`src/rtl/wwm_pkg.sv`:
```
`default_nettype none
// ============================================================================
// wwm_pkg - shared types, constants and functions
// Byte classification, case folding and the cell link types used by the
// whole-word matcher and its shift cells.
// ============================================================================
package wwm_pkg;

    localparam int MAX_WORD_DEF = 8;
    localparam int LEN_W        = 4;
    localparam int WORD_W       = 64;
    localparam int WORD_NBYTES  = WORD_W / 8;
    localparam int CFG_IDX_W    = 2;

    localparam logic [CFG_IDX_W-1:0] CFG_WORD_LENGTH = 2'd0;
    localparam logic [CFG_IDX_W-1:0] CFG_WORD_BYTES  = 2'd1;

    // One text position as it travels along the chain.
    typedef struct packed {
        logic       valid;
        logic       letter;
        logic [7:0] fold;
    } t_cell_link;

    typedef struct packed {
        logic shift;
        logic clear;
    } t_cell_ctrl;

    typedef struct packed {
        t_cell_link link;
        logic       eq_own;
        logic       eq_next;
    } t_cell_stat;

    function automatic logic is_letter(input logic [7:0] c);
        return ((c >= 8'h41) && (c <= 8'h5A)) || ((c >= 8'h61) && (c <= 8'h7A));
    endfunction

    function automatic logic [7:0] fold_case(input logic [7:0] c);
        if ((c >= 8'h61) && (c <= 8'h7A)) begin
            return c - 8'h20;
        end
        return c;
    endfunction

endpackage
`default_nettype wire

```
`src/rtl/wwm_cell.sv`:
```
`default_nettype none
// ============================================================================
// wwm_cell - one position of the text window
// Holds a case-folded byte with its letter flag and valid bit, passes it to
// the next cell on every shift, and compares it against two word bytes.
// ============================================================================
module wwm_cell
    import wwm_pkg::*;
(
    input  wire logic       i_clk,
    input  wire logic       i_rst_n,
    input  wire t_cell_ctrl i_ctrl,
    input  wire t_cell_link i_prev,
    input  wire logic [7:0] i_word_own,
    input  wire logic [7:0] i_word_next,
    output t_cell_stat      o_stat
);

    t_cell_link r_link;
    t_cell_link n_link;

    always_comb begin
        n_link = r_link;
        if (i_ctrl.shift) begin
            n_link = i_prev;
            // The end of a string empties the window for the next one.
            if (i_ctrl.clear) begin
                n_link.valid = 1'b0;
            end
        end
    end

    always_ff @(posedge i_clk) begin
        if (!i_rst_n) begin
            r_link.valid <= 1'b0;
        end else begin
            r_link.valid <= n_link.valid;
        end
        r_link.letter <= n_link.letter;
        r_link.fold   <= n_link.fold;
    end

    assign o_stat.link    = r_link;
    assign o_stat.eq_own  = (r_link.fold == i_word_own);
    assign o_stat.eq_next = (r_link.fold == i_word_next);

endmodule
`default_nettype wire

```
`src/rtl/whole_word_case_insensitive_match_top.sv`:
```
`default_nettype none
// The found result of a string is in the output register in the cycle
//   after its last byte is accepted.
// Throughput: one text byte per cycle while not stalled; the window is a
//   row of shift cells comparing in parallel, so no byte waits on another.
// Reset (synchronous, active low) empties the window, clears the pending
//   result and sets word_length to 1 and word_bytes to 0.
// ============================================================================
// whole_word_case_insensitive_match_top - whole-word word search
// Streams a string byte by byte through a chain of MAX_WORD+1 cells and
// reports, on its last byte, whether the configured word occurs in it as a
// whole word, ignoring ASCII letter case.
// ============================================================================
module whole_word_case_insensitive_match_top
    import wwm_pkg::*;
#(
    parameter int MAX_WORD = MAX_WORD_DEF
) (
    input  wire logic                 i_clk,
    input  wire logic                 i_rst_n,
    // Text input channel.
    input  wire logic                 i_in_valid,
    output logic                      o_in_stall,
    input  wire logic [7:0]           i_text_byte,
    input  wire logic                 i_is_last,
    // Result channel.
    output logic                      o_out_valid,
    input  wire logic                 i_out_stall,
    output logic                      o_found,
    // Configuration write channel.
    input  wire logic                 i_cfg_valid,
    output logic                      o_cfg_ready,
    input  wire logic [CFG_IDX_W-1:0] i_cfg_index,
    input  wire logic [WORD_W-1:0]    i_cfg_data
);

    localparam int NCELL = MAX_WORD + 1;

    // ------------------------------------------------------------------
    // Configuration registers. Writes are always taken; an unknown index
    // is dropped.
    // ------------------------------------------------------------------
    logic [LEN_W-1:0]  r_word_length;
    logic [WORD_W-1:0] r_word_bytes;

    assign o_cfg_ready = 1'b1;

    always_ff @(posedge i_clk) begin
        if (!i_rst_n) begin
            r_word_length <= LEN_W'(1);
            r_word_bytes  <= '0;
        end else if (i_cfg_valid && o_cfg_ready) begin
            unique case (i_cfg_index)
                CFG_WORD_LENGTH: r_word_length <= i_cfg_data[LEN_W-1:0];
                CFG_WORD_BYTES:  r_word_bytes  <= i_cfg_data;
                default: ;
            endcase
        end
    end

    // A length of zero behaves as one, and anything above MAX_WORD is
    // clipped to MAX_WORD.
    logic [LEN_W-1:0] w_eff_len;

    always_comb begin
        if (r_word_length == '0) begin
            w_eff_len = LEN_W'(1);
        end else if (r_word_length > LEN_W'(MAX_WORD)) begin
            w_eff_len = LEN_W'(MAX_WORD);
        end else begin
            w_eff_len = r_word_length;
        end
    end

    // ------------------------------------------------------------------
    // Word alignment. Cell j holds the byte that arrived j transactions
    // ago, so for an occurrence ending at cell 0 it must match word byte
    // (len-1-j). w_aligned[j] is that byte, case folded; positions at or
    // beyond the word length are masked out by the match logic below.
    // ------------------------------------------------------------------
    logic [7:0] w_aligned [NCELL+1];

    always_comb begin
        for (int j = 0; j <= NCELL; j++) begin
            w_aligned[j] = 8'h00;
            for (int k = 0; k < WORD_NBYTES; k++) begin
                if ((k + j + 1) == int'(w_eff_len)) begin
                    w_aligned[j] = fold_case(r_word_bytes[8*k +: 8]);
                end
            end
        end
    end

    // ------------------------------------------------------------------
    // Handshakes. The output register parts the two sides: a new byte is
    // taken whenever the result register is empty or being drained.
    // ------------------------------------------------------------------
    logic r_out_valid;
    logic r_found;
    logic w_in_acc;

    assign o_in_stall  = r_out_valid && i_out_stall;
    assign w_in_acc    = i_in_valid && !o_in_stall;
    assign o_out_valid = r_out_valid;
    assign o_found     = r_found;

    // ------------------------------------------------------------------
    // The cell chain. Cell 0 takes the new byte; every other cell takes
    // its neighbor's content on each accepted transaction.
    // ------------------------------------------------------------------
    t_cell_ctrl w_ctrl;
    t_cell_link w_new;
    t_cell_link w_prev [NCELL];
    t_cell_stat w_stat [NCELL];
    logic [NCELL-1:0] w_valid_vec;

    assign w_ctrl.shift = w_in_acc;
    assign w_ctrl.clear = i_is_last;

    assign w_new.valid  = 1'b1;
    assign w_new.letter = is_letter(i_text_byte);
    assign w_new.fold   = fold_case(i_text_byte);

    for (genvar g = 0; g < NCELL; g++) begin : g_cell
        if (g == 0) begin : g_head
            assign w_prev[g] = w_new;
        end else begin : g_body
            assign w_prev[g] = w_stat[g-1].link;
        end

        wwm_cell u_cell (
            .i_clk       (i_clk),
            .i_rst_n     (i_rst_n),
            .i_ctrl      (w_ctrl),
            .i_prev      (w_prev[g]),
            .i_word_own  (w_aligned[g]),
            .i_word_next (w_aligned[g+1]),
            .o_stat      (w_stat[g])
        );

        assign w_valid_vec[g] = w_stat[g].link.valid;
    end

    // ------------------------------------------------------------------
    // Match decision.
    // Ending at the previous byte: cells 0..len-1 match the word, the cell
    // at position len is empty or not a letter, and the incoming byte is
    // not a letter.
    // Ending at the incoming byte (only judged on the last byte): the new
    // byte matches the word's final byte, cells 0..len-2 match word
    // positions len-2 down to 0 through their neighbor compare, and cell len-1,
    // which becomes the preceding byte, is empty or not a letter.
    // ------------------------------------------------------------------
    logic w_prev_body;
    logic w_prev_before;
    logic w_prev_hit;
    logic w_cur_body;
    logic w_cur_before;
    logic w_cur_hit;

    always_comb begin
        w_prev_body   = 1'b1;
        w_prev_before = 1'b1;
        w_cur_body    = (w_new.fold == w_aligned[0]);
        w_cur_before  = 1'b1;
        for (int j = 0; j < NCELL; j++) begin
            if (j < int'(w_eff_len)) begin
                w_prev_body = w_prev_body && w_stat[j].link.valid && w_stat[j].eq_own;
            end
            if (j == int'(w_eff_len)) begin
                w_prev_before = !(w_stat[j].link.valid && w_stat[j].link.letter);
            end
            if ((j + 1) < int'(w_eff_len)) begin
                w_cur_body = w_cur_body && w_stat[j].link.valid && w_stat[j].eq_next;
            end
            if ((j + 1) == int'(w_eff_len)) begin
                w_cur_before = !(w_stat[j].link.valid && w_stat[j].link.letter);
            end
        end
        w_prev_hit = w_prev_body && w_prev_before && !w_new.letter;
        w_cur_hit  = w_cur_body && w_cur_before;
    end

    // ------------------------------------------------------------------
    // Found flag for the string in flight and the result register.
    // ------------------------------------------------------------------
    logic r_found_so_far;
    logic n_found_so_far;
    logic w_result;

    assign w_result = r_found_so_far || w_prev_hit || w_cur_hit;

    always_comb begin
        n_found_so_far = r_found_so_far;
        if (w_in_acc) begin
            if (i_is_last) begin
                n_found_so_far = 1'b0;
            end else begin
                n_found_so_far = r_found_so_far || w_prev_hit;
            end
        end
    end

    always_ff @(posedge i_clk) begin
        if (!i_rst_n) begin
            r_found_so_far <= 1'b0;
            r_out_valid    <= 1'b0;
        end else begin
            r_found_so_far <= n_found_so_far;
            if (w_in_acc && i_is_last) begin
                r_out_valid <= 1'b1;
            end else if (!i_out_stall) begin
                r_out_valid <= 1'b0;
            end
        end
        if (w_in_acc && i_is_last) begin
            r_found <= w_result;
        end
    end

    // ------------------------------------------------------------------
    // Assertions.
    // ------------------------------------------------------------------
    a_last_gives_result : assert property (@(posedge i_clk) disable iff (!i_rst_n)
        (w_in_acc && i_is_last) |=> o_out_valid)
        else $error("last byte accepted but no result presented");

    a_mid_no_result : assert property (@(posedge i_clk) disable iff (!i_rst_n)
        (w_in_acc && !i_is_last) |=> !o_out_valid)
        else $error("result presented for a byte that does not end a string");

    a_window_cleared : assert property (@(posedge i_clk) disable iff (!i_rst_n)
        (w_in_acc && i_is_last) |=> (w_valid_vec == '0) && !r_found_so_far)
        else $error("string state not cleared after its last byte");

    a_valid_thermo : assert property (@(posedge i_clk) disable iff (!i_rst_n)
        ((w_valid_vec + NCELL'(1)) & w_valid_vec) == '0)
        else $error("cell valid bits are not a contiguous run from cell 0");

endmodule
`default_nettype wire

```
`config.mk`:
```
export PLATFORM = sky130hd
export DESIGN_NAME = whole_word_case_insensitive_match_top
export DESIGN_NICKNAME = d
export VERILOG_FILES = /design/src/rtl/wwm_pkg.sv /design/src/rtl/wwm_cell.sv /design/src/rtl/whole_word_case_insensitive_match_top.sv
export SDC_FILE = /design/constraint.sdc
export NUM_CORES = 1
export LEC_CHECK = 0
export ABC_AREA = 1
export BUFFER_PORTS_ARGS = -buffer_cell sky130_fd_sc_hd__buf_2
export CAP_MARGIN = 10
export CORE_AREA = 4 4 167 169
export DETAILED_ROUTE_END_ITERATION = 12
export DIE_AREA = 0 0 171 173
export PLACE_DENSITY = 0.54
export SLEW_MARGIN = 40
export SYNTH_ARGS = -nofsm -noshare
export SYNTH_HDL_FRONTEND = slang
export SYNTH_SLANG_ARGS = --single-unit
```
`constraint.sdc`:
```
create_clock -name i_clk -period 3.5 [get_ports i_clk]
set_clock_uncertainty 0.1 [all_clocks]
set_input_delay 0.7 -clock i_clk [delete_from_list [all_inputs] [get_ports i_clk]]
set_output_delay 0.7 -clock i_clk [all_outputs]
set_load 0.02 [all_outputs]
```
* Word level (Yosys, flattened, before mapping)
Cells that the tools add are included.
Storage, ports and cells: output and inout bits 4, logic and storage cells 487, register bits after elaboration 161, input port bits 80
Cells by class: add/sub/neg operators 9, muxes and demuxes 300, reduce and logical (&&, ||, !) cells 79, magnitude comparators 31, equal/unequal tests 36
Operator list (number):
- 8-bit two-way mux | 164
- 8-bit equality test | 19
- 1-bit two-way mux | 134
- 8-bit by 7-bit greater-or-equal comparator with 1-bit output (second input constant) | 10
- 8-bit by 7-bit <= comparator with 1-bit output (second input constant) | 10
- 8-bit by 6-bit subtractor with 8-bit output (second input constant) | 9
- 1-bit logical AND | 60
- 4-bit equality test (first input constant) | 8
- 3-bit by 4-bit equality test with 1-bit output (first input constant) | 4
- 3-bit by 4-bit < comparator with 1-bit output (first input constant) | 4
- 1-bit logical NOT | 11
- 2-bit by 4-bit equality test with 1-bit output (first input constant) | 2
- 4-bit logical NOT | 2
- 1-bit by 4-bit < comparator with 1-bit output (first input constant) | 2
- 2-bit by 4-bit < comparator with 1-bit output (first input constant) | 2
- 4-bit < comparator (first input constant) | 2
- 4-bit two-way mux | 2
- 1-bit by 4-bit equality test with 1-bit output (first input constant) | 1
- 4-bit greater-than comparator (second input constant) | 1
- 2-bit AND reduction | 2
- 1-bit logical OR | 3
- 2-bit by 1-bit equality test with 1-bit output (second input constant) | 1
- 2-bit logical NOT | 1
- 2-bit by 1-bit != test with 1-bit output (second input constant) | 1

* Longest topological paths before layout
Gate-level depths: netlist (run 1).
word-level depth 45, mapped depth 21, depth with buffers taken out 20

* By module
A second synthesis (run 1) with hierarchy kept.
Unflattened totals: cells, all modules 1826, area, all modules 11272.1 um^2
By module, submodules not included:
- wwm_cell | instances 9, cells each 100, area each 630.6 um^2
- whole_word_case_insensitive_match_top | instances 1, cells each 926, area each 5596.6 um^2

* Least setup slack after synthesis (run 1)
No wires, ideal clock.
path type input to register, start input i_out_stall, end register r_found, in the netlist o_found, enable pin, setup slack 0.340 ns, cell stages on the path 5, data arrival time 2.757 ns, required time 3.097 ns, path buffers 0, cell sequence nand2_1 nand2_1 inv_1 nand2_1 inv_1
On the way: longest elaborated chain between the ends 4
RTL lines:
- start: declaration | RTL line whole_word_case_insensitive_match_top.sv:28 | input wire logic i_out_stall,
- 1-bit logical AND | RTL line whole_word_case_insensitive_match_top.sv:102 | assign o_in_stall = r_out_valid && i_out_stall;
- 1-bit logical NOT | RTL line whole_word_case_insensitive_match_top.sv:103 | assign w_in_acc = i_in_valid && !o_in_stall;
- 1-bit logical AND | RTL line whole_word_case_insensitive_match_top.sv:103
- via w_in_acc | RTL line whole_word_case_insensitive_match_top.sv:100 | logic w_in_acc;
- 1-bit logical AND | RTL line whole_word_case_insensitive_match_top.sv:216 | if (w_in_acc && i_is_last) begin
- end signal: assignment | RTL line whole_word_case_insensitive_match_top.sv:217 | r_found <= w_result;
- end: declaration | RTL line whole_word_case_insensitive_match_top.sv:99 | logic r_found;
The timed path passes the listed nets, and every way through them passes these cells. A chain may end at the register's enable or synchronous reset.

* Final worst setup path (run 1)
start register r_word_length[3], end register r_found, in the netlist o_found (data pin)
On the way: longest elaborated chain between the ends 43
RTL lines:
- start: declaration | RTL line whole_word_case_insensitive_match_top.sv:43 | logic [LEN_W-1:0] r_word_length;
- start signal: assignment | RTL line whole_word_case_insensitive_match_top.sv:54 | CFG_WORD_LENGTH: r_word_length <= i_cfg_data[LEN_W-1:0];
- 4-bit greater-than comparator | RTL line whole_word_case_insensitive_match_top.sv:68 | end else if (r_word_length > LEN_W'(MAX_WORD)) begin
- 4-bit two-way mux | RTL line whole_word_case_insensitive_match_top.sv:68
- 4-bit two-way mux (*) | RTL line whole_word_case_insensitive_match_top.sv:66 | if (r_word_length == '0) begin
- 2-bit by 4-bit equality test with 1-bit output | RTL line whole_word_case_insensitive_match_top.sv:87, whole_word_case_insensitive_match_top.sv:170, whole_word_case_insensitive_match_top.sv:176
- 8-bit two-way mux (8 in a row) | RTL line whole_word_case_insensitive_match_top.sv:87 | if ((k + j + 1) == int'(w_eff_len)) begin
- 8-bit equality test | RTL line wwm_cell.sv:44 | assign o_stat.eq_own = (r_link.fold == i_word_own);
- 1-bit logical AND | RTL line whole_word_case_insensitive_match_top.sv:168 | w_prev_body = w_prev_body && w_stat[j].link.valid && w_stat[j].eq_own;
- 1-bit two-way mux | RTL line whole_word_case_insensitive_match_top.sv:167 | if (j < int'(w_eff_len)) begin
- [... 18 more ...]
- 1-bit logical AND (2 in a row) | RTL line whole_word_case_insensitive_match_top.sv:168
- 1-bit two-way mux | RTL line whole_word_case_insensitive_match_top.sv:167
- 1-bit logical AND (2 in a row) | RTL line whole_word_case_insensitive_match_top.sv:168
- 1-bit two-way mux | RTL line whole_word_case_insensitive_match_top.sv:167
- 1-bit logical AND (2 in a row) | RTL line whole_word_case_insensitive_match_top.sv:180 | w_prev_hit = w_prev_body && w_prev_before && !w_new.letter;
- 1-bit logical OR | RTL line whole_word_case_insensitive_match_top.sv:191 | assign w_result = r_found_so_far || w_prev_hit || w_cur_hit;
- 1-bit logical OR (*) | RTL line whole_word_case_insensitive_match_top.sv:191
- via w_result | RTL line whole_word_case_insensitive_match_top.sv:189 | logic w_result;
Mark *: on every way through the listed nets, which the timed path passes. The rest lies on a longest branch.

==> results of run 1 <==
## logic make-up (layout without fill, tap and decap cells)
| group | Yosys count | in the layout | share of synthesized area |
|---|---|---|---|
| AO/OA/AOI/OAI | 229 | 229 | 0.1128 |
| XOR/XNOR | 29 | 29 | 0.02384 |
| adder cells (fa/ha/maj) | 10 | 10 | 0.01174 |
| buffers and inverters | 255 | 349 | 0.09722 |
| flip-flops | 153 | 153 | 0.3569 |
| other | 1 | 1 | 0.0003519 |
| AND/OR/NAND/NOR | 998 | 998 | 0.3971 |
## per-stage QoR
| step | setup WS, ns | utilization | instance area (um^2) | total power [uW] | hold WS, ns |
|---|---|---|---|---|---|
| after floorplan | 0.3398 | - | 10660 | 2590 | 0.3264 |
| after global placement | 0.08015 | 0.4342 | 11540 | 2933 | 0.3291 |
| after detailed placement | 0.1003 | 0.4343 | 11540 | 2929 | 0.3373 |
| after CTS | 0.05940 | 0.4549 | 12090 | 4748 | 0.3432 |
| after global routing | 0.01285 | 0.4553 | 12100 | 4926 | 0.3542 |
| final | 0.2212 | 0.4553 | 12100 | 4726 | 0.3463 |
## worst paths after layout
check / to / slack (ns) / depth (start not counted)
worst max-delay path: o_found / 0.22 / 17
worst min register to register: g_cell[8].u_cell.o_stat[10] / 0.35 / 0
worst min-delay path: g_cell[8].u_cell.o_stat[10] / 0.35 / 0
worst max register to register: o_found / 0.22 / 17
## worst max-delay path: stages (launching register included)
cell	delay, ns
dfxtp_2	0.39
buf_6	0.30
nor2_1	0.09
buf_4	0.21
nand2_1	0.28
nor2_1	0.07
nor3_1	0.48
nand4_1	0.16
buf_4	0.20
nand2_1	0.10
nand2_1	0.06
nand2_1	0.07
nand3_1	0.08
nor3_1	0.15
nand2_1	0.07
nor2_1	0.16
nand3_1	0.10
nand3_1	0.07
## synth_stat cells, drive strengths merged
master and instances:
o21ai 124, nand3 203, ha 10, o211ai 5, and3 1, nand2 529, xnor2 8, xor2 21
a211o 1, a21boi 2, a21oi 80, nor3 15, or2 4, clkbuf 26, edfxtp 74, buf 39
nor2 200, o22ai 12, dfxtp 79, nor3b 1, conb 1, nand3b 11, inv 190, nand4 34
o21bai 5
## layer usage
layer  share of wire  GRT usage  vias to the layer above  wire (um)
met1            0.42     0.3817                     5200      18550
met2            0.46     0.4737                      432      20280
met5               0          0                        -          0
met3           0.064    0.05464                       95       2816
li1                -          -                     5601          -
met4           0.049     0.1297                        0       2152
## power by group
| part | total, uW | switching, uW | leakage [uW] | internal [uW] |
|---|---|---|---|---|
| Combinational | 795 | 543 | 0.00391 | 252 |
| Clock | 1820 | 880 | 0.000275 | 942 |
| Sequential | 2110 | 120 | 0.00137 | 1990 |
| Total | 4730 | 1540 | 0.00555 | 3180 |
## what timing repair did
item / in CTS / in global routing
setup buffers: 0 / 1
gates resized for setup: 0 / 1
setup endpoints to repair: 0 / 2
## sequential cells by signal (all words and copies together) (netlist names)
name	cells
r_word_bytes	64
r_found_so_far	1
r_word_length	4
o_out_valid	1
g_cell.u_cell.o_stat	82
o_found	1
## layout make-up
class	count	area (um^2)	share of cell area
inverters	190	713.2	0.05894
flip-flops and latches	153	3805	0.3144
clock inverters	14	107.6	0.008893
clock buffers	18	439.2	0.03629
well taps	341	426.7	0.03526
repair buffers	127	792.0	0.06545
multi-input cells	1267	5817	0.4807
==> results summary, run 1 <==
The flow ran to the end, and the final reports show no timing, DRC or antenna violations. The average via count per standard cell is 5.369. The floorplan has 60 rows. The count of unresolved DRC violations after routing is 0. STA classifies the critical path endpoint as a register. After synthesis, the cell types taking the most area are edfxtp_1 (21%), nand2_1 (18%), dfxtp_1 (15%). The leakage power of the design came out at 0.005549 uW.

The buffer depth of the longest clock path is 2. Setup repair after global routing left no endpoint under its margin. Pin placement for this block handled 84 I/O pins. The count of synthesis-stage warnings from yosys is 0.

The share of the Yosys chip area taken by registers is 0.3569. The worst hold path begins at g_cell[7].u_cell.o_stat[10]. The max-capacitance violation count came out at 0. The number of global-route vias before repair came out at 10860. In this run the critical register-to-register path is launched from r_word_length[3]. The gate count of the mapped netlist came out at 1675. The highest fanout seen on the critical path came out at 32. The clock network latency to the later pin of the worst-skew pair is 0.44 ns.

The most critical setup path has its startpoint at r_word_length[3]. The final antenna diode count came out at 0. The synthesis-stage register bit count came out at 153. The first-pass detailed-route iteration total is 6. The number of buffers inserted by port buffering is 82. The die span in x is 171 um. In the final timing run, aggregate negative setup slack is 0 ns. The share of post-route cells with drive strength above 1 came out at 0.1046. In the finished design, the share of the clock period the worst path needs comes to 0.9368. The wire length of the first global-routing pass is 65590 um. The clock net sink count came out at 153.

The final number of hold-violating endpoints is 0. For this configuration, the core starts out at a cell density of 0.4010. The net count of the finished layout is about 1800. The height of the die is 173 um. The count of placed standard cells including taps is 2077. The power density relative to cell area came out at roughly 390 nW/um^2.

The maximum clock frequency is between 300 and 400 MHz. The top cell types in the final layout, fill and taps aside, are nand2_1 (525), nand3_1 (202), nor2_1 (192). The non-filler instance count after layout is ~2100. The worst slew margin relative to its limit came out at 0.4763. The pin count of the biggest net entering global routing is 77. STA classifies the critical path startpoint as a register. The area of the die came out at just under 30000 um^2. The critical path in this run is classified as reg2reg. The final wirelength came out at 43790 um.

The pin slew with the least headroom to its limit came out at 0.7836 ns. The layout has 2892 filler cells. The final RePlAce weighted congestion came out at just under 1. After the first detailed-routing iteration, the DRC count stood at approximately 950. The worst voltage drop across the vdd grid is 0.2964 mV. Summed over all layers, the global routing overflow is 0.

The top-area cell type share of the netlist area is 0.2085. The initial antenna violation count is 0. The number of buffers inserted for hold repair after clock tree synthesis came out at 0.

Setup violations remaining at the end of the flow were counted as 0. At the worst endpoint, the required time is ~3.7 ns. Data arrives at the worst endpoint at 3.48 ns. The root buffer selected by CTS is clkbuf_16. The number of unique standard cell types used by synthesis came out at 36. The detailed-route wire length per cell is 20.76 um. The path class of the lowest-slack min-delay path is reg2reg. The number of nets in the synthesized netlist is around 1800. The CTS tree is done. Of all cell types, the one taking the most synthesized area is edfxtp_1. The remaining antenna violation count after routing came out at 0. The final-report max-slew violation count came to 0. The synthesized area came out at approximately 11000 um^2. The detailed-route via count is 11330.

The standard cell core area came out at 26580 um^2. The number of clock buffers added by TritonCTS is 17. The maximum level of the CTS H-tree came out at 4. The synthesis-to-finish area growth came out at 13.55%.

The HPWL after detailed placement came out at 34150 um. The most common cell after layout, fill and taps aside is nand2_1. The post-synthesis average cell area came out at roughly 6.4 um^2.

The clock transition at the register clock pins on the worst setup and hold paths after CTS came out at about 0.070 ns. In the global route stage, overall resource usage came out at 0.2935. The clock period minus worst slack came out at 3.279 ns.
Power figures use the tool's default switching activity.
==> run 2, diff against run 1 <==
--- a/config.mk
+++ b/config.mk
@@ -8,10 +8,10 @@
 export ABC_AREA = 1
 export BUFFER_PORTS_ARGS = -buffer_cell sky130_fd_sc_hd__buf_2
 export CAP_MARGIN = 10
-export CORE_AREA = 4 4 167 169
+export CORE_AREA = 4 4 159 161
 export DETAILED_ROUTE_END_ITERATION = 12
-export DIE_AREA = 0 0 171 173
-export PLACE_DENSITY = 0.54
+export DIE_AREA = 0 0 163 165
+export PLACE_DENSITY = 0.59
 export SLEW_MARGIN = 40
 export SYNTH_ARGS = -nofsm -noshare
 export SYNTH_HDL_FRONTEND = slang
==> results summary, run 2 (same netlist as run 1, synthesis figures left out) <==
The run finished with clean final reports. The final antenna diode count was 0 (unchanged). The logic depth of the worst setup path including buffers came out at 20 (+3). The number of placement rows is 57 (-5.0%). The worst slew margin relative to its limit is 0.5594 (+0.08310). The number of global-route vias before repair came out at 10960 (+0.93%). The average via count per standard cell came out at 5.443 (+1.4%). The start-to-end type of the worst setup path is reg2reg. The data arrival time at the worst-slack endpoint came out at 3.26 ns (-0.22 ns). The met2 track utilization from global routing is 0.5315 (+0.05777).

The worst voltage drop across the vdd grid came out at 0.2245 mV (-24%). The CTS tree is done. The final number of hold-violating endpoints is 0 (unchanged).

Traced cell by cell, the critical path runs through buf_4, nor2_2, nand2_1, inv_2, nand2_1, o21ai_1, nor2_1, nand2_1, nand2_1, nand2_1, nand2_1, nor2_1, nand3_1, nor2_1, nand3_1, nand2_1, nand2_1, inv_1, nand3_1, nand3_1. The stage delay of the slowest cell on the critical path came out at 0.38 ns (-0.10 ns). The worst hold margin came out at 0.3521 ns (+0.005734 ns).

The number of buffers inserted for hold repair after clock tree synthesis was 0 (unchanged). The overflow left after global routing is 0 (unchanged). Among all stages on the critical path, the largest delay is contributed by dfxtp_1. The max-capacitance violation count is 0 (unchanged). The first-pass detailed-route iteration total is 5 (-1). The net count of the finished layout came out at 1842 (-0.22%).

The clock transition at the register clock pins on the worst setup and hold paths after CTS came to 0.07 ns (about the same). The detailed-route wire length per cell is 19.84 um (-4.4%). The maximum level of the CTS H-tree came to 4 (unchanged). The leakage power of the design is 0.005538 uW (-0.19%).

The met3 layer usage reported by global route is 0.04567 (-0.008971). The endpoint kind of the worst setup timing path is a register. CTS placed an instance of clkbuf_16 at the clock tree root. The number of flip-flops in the largest register came out at 82 (unchanged). The cell depth of the worst flop-to-flop path was 20 (+3). The path class of the tightest hold or removal check is reg2reg. The worst path buffer plus inverter count is 3 (unchanged). The final wirelength came out at 41460 um (-5.3%).

The number of buffers inserted by port buffering came out at 82 (unchanged). The synthesis-to-finish area growth is 13.56% (about the same). The global routing's busiest layer is met2. The clock network latency to the later pin of the worst-skew pair came out at 0.44 ns (about the same). STA classifies the critical path startpoint as a register. The most critical setup path has its startpoint at r_word_length[0].

The standard cell core area came to 23960 um^2 (-9.8%). The critical path ends at o_found. The remaining antenna violation count after routing came out at 0 (unchanged). The final RePlAce weighted congestion came out at 1.012 (+2.5%).

The share of post-route cells with drive strength above 1 was 0.1031 (-0.001463). The number of failing setup endpoints in the final timing report is 0 (unchanged). The part of the cycle the worst path needs came out at 0.8709 (-0.06596). In this run the critical register-to-register path is captured at o_found. The detailed-route via count is 11370 (+0.38%). The height of the die is 165 um (-4.6%). The die span in x came out at 163 um (-4.7%). Among cell families on the critical path, the largest total delay comes from simple AND/OR/NAND/NOR gates. The initial antenna violation count was 0 (unchanged).

In the layout the commonest cells are nand2_1 (525), nand3_1 (202), nor2_1 (192). The number of DRC markers in iteration 0 came out at 1012 (+6.4%). Leaving out fill and tap cells, the most frequent cell in the layout is nand2_1. The power density relative to cell area is 393.0 nW/um^2 (+0.63%).

The I/O pin count is 84 (unchanged). The pin slew with the least headroom to its limit came out at 0.6593 ns (-0.1243 ns). The met1 track demand over resource came to 0.3925 (+0.01072). The clock net sink count is 153 (unchanged). The clock period minus worst slack came out at 3.048 ns (-0.2309 ns). The area of the die is 26900 um^2 (-9.1%). The cell that appears most often on the critical path is nand2_1. The buffer depth of the longest clock path came out at 2 (unchanged). The register-to-register setup slack was 0.45 ns (+0.23 ns). The maximum clock frequency is 328.1 MHz (+7.6%). The number of setup buffers added after CTS is 0 (unchanged).

The highest fanout seen on the critical path came out at 15 (-53%). The final-report max-slew violation count came to 0 (unchanged). The sum of negative setup slack is 0 ns (unchanged).

The wire length of the first global-routing pass is 63600 um (-3.0%). The required time reported for the critical path endpoint is 3.71 ns (about the same). The starting density of the core is 0.4447 (+0.04372). The HPWL after detailed placement came out at 32520 um (-4.8%).

The count of unresolved DRC violations after routing is 0 (unchanged). The overall track demand over capacity in global routing is 0.3126 (+0.01915). Setup repair after global routing left no endpoint under its margin. In this run the critical register-to-register path is launched from r_word_length[0].

The total CTS buffers came out at 17 (unchanged). The pin count of the biggest net entering global routing is 73 (-5.2%).
## run 2: worst min path at each step
stage	start	slack, ns	to	cells after the start
after global placement	g_cell[7].u_cell.o_stat[10]	0.33	g_cell[8].u_cell.o_stat[10]	0
after floorplan	g_cell[2].u_cell.o_stat[6]	0.33	g_cell[3].u_cell.o_stat[6]	0
final	g_cell[7].u_cell.o_stat[10]	0.35	g_cell[8].u_cell.o_stat[10]	0
after detailed placement	g_cell[1].u_cell.o_stat[10]	0.34	g_cell[2].u_cell.o_stat[10]	0
after CTS	g_cell[7].u_cell.o_stat[10]	0.35	g_cell[8].u_cell.o_stat[10]	0
after global routing	g_cell[1].u_cell.o_stat[10]	0.37	g_cell[2].u_cell.o_stat[10]	0
## run 2: cell type report
cell class                      instances  area (um^2)
Multi-Input combinational cell       1267         5822
Inverter                              190        714.4
Clock inverter                         12        103.9
Sequential cell                       153         3806
Clock buffer                           20        479.2
Fill cell                            2524        11860
Timing Repair Buffer                  123        770.7
Tap cell                              324        405.4
## run 2: per-layer routing
metal | vias up | wire, um
met5 | - | 0
met4 | 0 | 1987
met3 | 94 | 2745
met2 | 445 | 19620
met1 | 5235 | 17100
li1 | 5597 | -
## run 2: repair_timing
| item | in CTS | in global routing |
|---|---|---|
| endpoints found under the hold margin | 0 | 0 |
| gates resized for setup | 0 | 2 |
| endpoints found under the setup margin | 0 | 2 |
## run 2: per-stage QoR
stage	total power (uW)	util	setup WS [ns]	instances	instance area, um^2
6_report	4756	0.5050	0.4520	2089	12100
5_1_grt	4959	0.5050	0.09350	2089	12100
4_1_cts	4775	0.5047	0.3063	2089	12090
3_5_place_dp	2906	0.4804	0.3298	2057	11510
3_3_place_gp	2902	0.4803	0.3217	2057	11510
2_1_floorplan	2590	-	0.3398	1675	10660
## run 2: power breakdown
group	internal, uW	total (uW)	leakage (uW)	switching, uW
registers	1990	2110	0.00137	124
logic	248	770	0.00389	522
clock network	1020	1870	0.000284	858
total	3250	4760	0.00554	1500
## run 2: worst register-to-register path: cells and delay by family, from the launching register on
kind	cells	cell delay, ns
AOI/OAI and AO/OA	1	0.08
buffers and inverters	3	0.49
DFF	1	0.38
and+or+nand+nor	16	1.88
==> run 3, diff against run 2 <==
--- a/config.mk
+++ b/config.mk
@@ -7,11 +7,12 @@
 export LEC_CHECK = 0
 export ABC_AREA = 1
 export BUFFER_PORTS_ARGS = -buffer_cell sky130_fd_sc_hd__buf_2
-export CAP_MARGIN = 10
+export CAP_MARGIN = 5
 export CORE_AREA = 4 4 159 161
 export DETAILED_ROUTE_END_ITERATION = 12
 export DIE_AREA = 0 0 163 165
 export PLACE_DENSITY = 0.59
+export RECOVER_POWER = 100
 export SLEW_MARGIN = 40
 export SYNTH_ARGS = -nofsm -noshare
 export SYNTH_HDL_FRONTEND = slang
==> results summary, run 3 (same netlist as run 1, synthesis figures left out) <==
The number of flip-flops in the largest register came out at 82 (unchanged). The share of total power in sequential cells is 0.445 (about the same). The clock net sink count is 153 (unchanged). The starting density of the core came out at 0.4447 (unchanged). The standard cell core area came out at 23960 um^2 (unchanged). The first-pass detailed-route iteration total came out at 6 (+1). The overall track demand over capacity in global routing came out at 0.3126 (unchanged). In the layout the commonest cells are nand2_1 (525), nand3_1 (202), nor2_1 (192). The stage delay of the slowest cell on the critical path is 0.37 ns (about the same).

The leakage power of the design is 0.005495 uW (-0.78%). Setup repair after global routing left no endpoint under its margin. The number of fill cells came out at 2538 (+0.55%). The buffer depth of the longest clock path is 2 (unchanged).

The part of the cycle the worst path needs is 0.8725 (+0.001649). Leaving out fill and tap cells, the most frequent cell in the layout is nand2_1. The share of post-route cells with drive strength above 1 came out at 0.09518 (-0.007932). The power density relative to cell area is 393.8 nW/um^2 (+0.19%). The required time reported for the critical path endpoint is 3.71 ns (about the same). The worst voltage drop across the vdd grid is 0.2236 mV (-0.37%). The number of DRC markers in iteration 0 came to 1008 (-0.40%).

The detailed-route wire length per cell is 19.81 um (-0.17%). Among the stages of the critical path, the cell type that occurs most often is nand2_1. The worst setup path is of the reg2reg kind. The number of buffers inserted by port buffering came out at 82 (unchanged). The wire length of the first global-routing pass came to 63600 um (unchanged). The total CTS buffers is 17 (unchanged). The number of placement rows is 57 (unchanged). The non-filler instance count after layout is 2089 (unchanged).

The pin slew with the least headroom to its limit is 1.257 ns (+0.5975 ns). The height of the die is 165 um (unchanged). The pin count of the biggest net entering global routing came out at 73 (unchanged).

The min-delay analysis places its worst path in the category reg2reg. The net count of the finished layout is 1842 (unchanged). The final wirelength came out at 41390 um (-0.17%).

The sum of negative setup slack is 0 ns (unchanged). The combinational power share is 0.161 (about the same). The number of global-route vias before repair was 10960 (unchanged). The remaining antenna violation count after routing came to 0 (unchanged).

The clock period minus worst slack came to 3.054 ns (+0.005773 ns). The worst path buffer plus inverter count is 3 (unchanged). The HPWL after detailed placement came to 32520 um (unchanged). The worst slew margin relative to its limit was 0.1622 (-0.3973).

The number of buffers inserted for hold repair after clock tree synthesis came out at 0 (unchanged). The highest fanout seen on the critical path came out at 15 (unchanged). The count of unresolved DRC violations after routing came to 0 (unchanged).

CTS placed an instance of clkbuf_16 at the clock tree root. The detailed-route via count came out at 11290 (-0.71%). The switching power total came to 1502 uW (-0.14%). The final antenna diode count is 0 (unchanged). The switching share of power came out at 0.3162 (about the same). The final RePlAce weighted congestion is 1.012 (unchanged). The overflow left after global routing came out at 0 (unchanged). The area of the die was 26900 um^2 (unchanged).

The endpoint kind of the worst setup timing path is a register. The maximum clock frequency came to 327.5 MHz (-0.19%). The number of failing setup endpoints in the final timing report came to 0 (unchanged). The number of setup buffers added after CTS is 0 (unchanged). The die span in x is 163 um (unchanged). The I/O pin count came out at 84 (unchanged). The clock transition at the register clock pins on the worst setup and hold paths after CTS came out at 0.07 ns (about the same). The run finished with clean final reports. The family with the most delay on the worst path is simple AND/OR/NAND/NOR gates. The area growth from synthesis to layout is 13.20%. The data arrival time at the worst-slack endpoint came out at 3.26 ns (about the same). The critical path goes through buf_4, nor2_2, nand2_1, inv_2, nand2_1, o21ai_1, nor2_1, nand2_1, nand2_1, nand2_1, nand2_1, nor2_1, nand3_1, nor2_1, nand3_1, nand2_1, nand2_1, inv_1, nand3_1, nand3_1.

TritonCTS built the clock tree. The final-report max-slew violation count came out at 0 (unchanged). The maximum level of the CTS H-tree came out at 4 (unchanged).

The worst setup path is launched from a register. The count of placed standard cells including taps came to 2057 (unchanged). The average via count per standard cell is 5.404 (-0.71%).

The clock network fraction of design power was 0.394 (about the same). On the critical path, the stage with the largest delay is an instance of dfxtp_1. The internal portion of total power was 3248 uW (-0.13%).

The max-capacitance violation count came out at 0 (unchanged). The initial antenna violation count came out at 0 (unchanged). The clock network latency to the later pin of the worst-skew pair came out at 0.44 ns (about the same). The final number of hold-violating endpoints came out at 0 (unchanged).
==> run 3: cell count changes in the layout (fill, tap and decap cells not counted), sizes merged <==
cell and change:
clkbuf +14, buf -14
==> run 3: worst reg2reg max path: stages, from the launching register on <==
cell and delay [ns]:
dfxtp_1 0.37, buf_4 0.23, nor2_2 0.30, nand2_1 0.27
inv_2 0.21, nand2_1 0.07, o21ai_1 0.08, nor2_1 0.08
nand2_1 0.21, nand2_1 0.11, nand2_1 0.09, nand2_1 0.06
nor2_1 0.09, nand3_1 0.13, nor2_1 0.11, nand3_1 0.08
nand2_1 0.08, nand2_1 0.05, inv_1 0.04, nand3_1 0.08
nand3_1 0.09
==> run 3: timing repair <==
| item | CTS | global route |
|---|---|---|
| setup endpoints to repair | 0 | 2 |
| gates resized for setup | 0 | 2 |
| endpoints found under the hold margin | 0 | 0 |
==> run 3: layout make-up <==
class	count	area, um^2	area share
clock buffer	20	479.2	0.03973
clock inverter	12	103.9	0.008609
inverter	190	714.4	0.05923
multi-input combinational	1267	5822	0.4826
sequential	153	3805	0.3154
tap	324	405.4	0.03361
timing repair buffer	123	733.2	0.06078
==> run 3: layer usage <==
| layer | track usage | routed length (um) |
|---|---|---|
| met5 | 0 | 0 |
| met4 | 0.1464 | 2024 |
| met3 | 0.04567 | 2546 |
| met2 | 0.5315 | 19560 |
| met1 | 0.3925 | 17250 |
==> run 3: stage by stage <==
step                setup WS, ns  power [uW]  hold WS (ns)  cell area, um^2  utilization
floorplan                 0.3398        2590        0.3264            10660            -
global placement          0.3217        2902        0.3301            11510       0.4803
detailed placement        0.3298        2906        0.3370            11510       0.4804
CTS                       0.3063        4775        0.3484            12090       0.5047
global route             0.05719        4954        0.3660            12060       0.5034
finish                    0.4462        4750        0.3539            12060       0.5034
==> run 3: path summary, 6_finish.rpt <==
path	startpoint	to	slack, ns	cells after the start
max	r_word_length[0]	o_found	0.45	20
min	g_cell[7].u_cell.o_stat[10]	g_cell[8].u_cell.o_stat[10]	0.35	0
max reg2reg	r_word_length[0]	o_found	0.45	20
min reg2reg	g_cell[7].u_cell.o_stat[10]	g_cell[8].u_cell.o_stat[10]	0.35	0
==> run 3: power groups by stage <==
stage	clock (uW)	sequential (uW)	combinational (uW)
after global placement	0	2150	754
final	1870	2110	763
after global routing	1970	2120	859
after floorplan	0	2090	501
after CTS	1910	2110	760
after detailed placement	0	2150	757
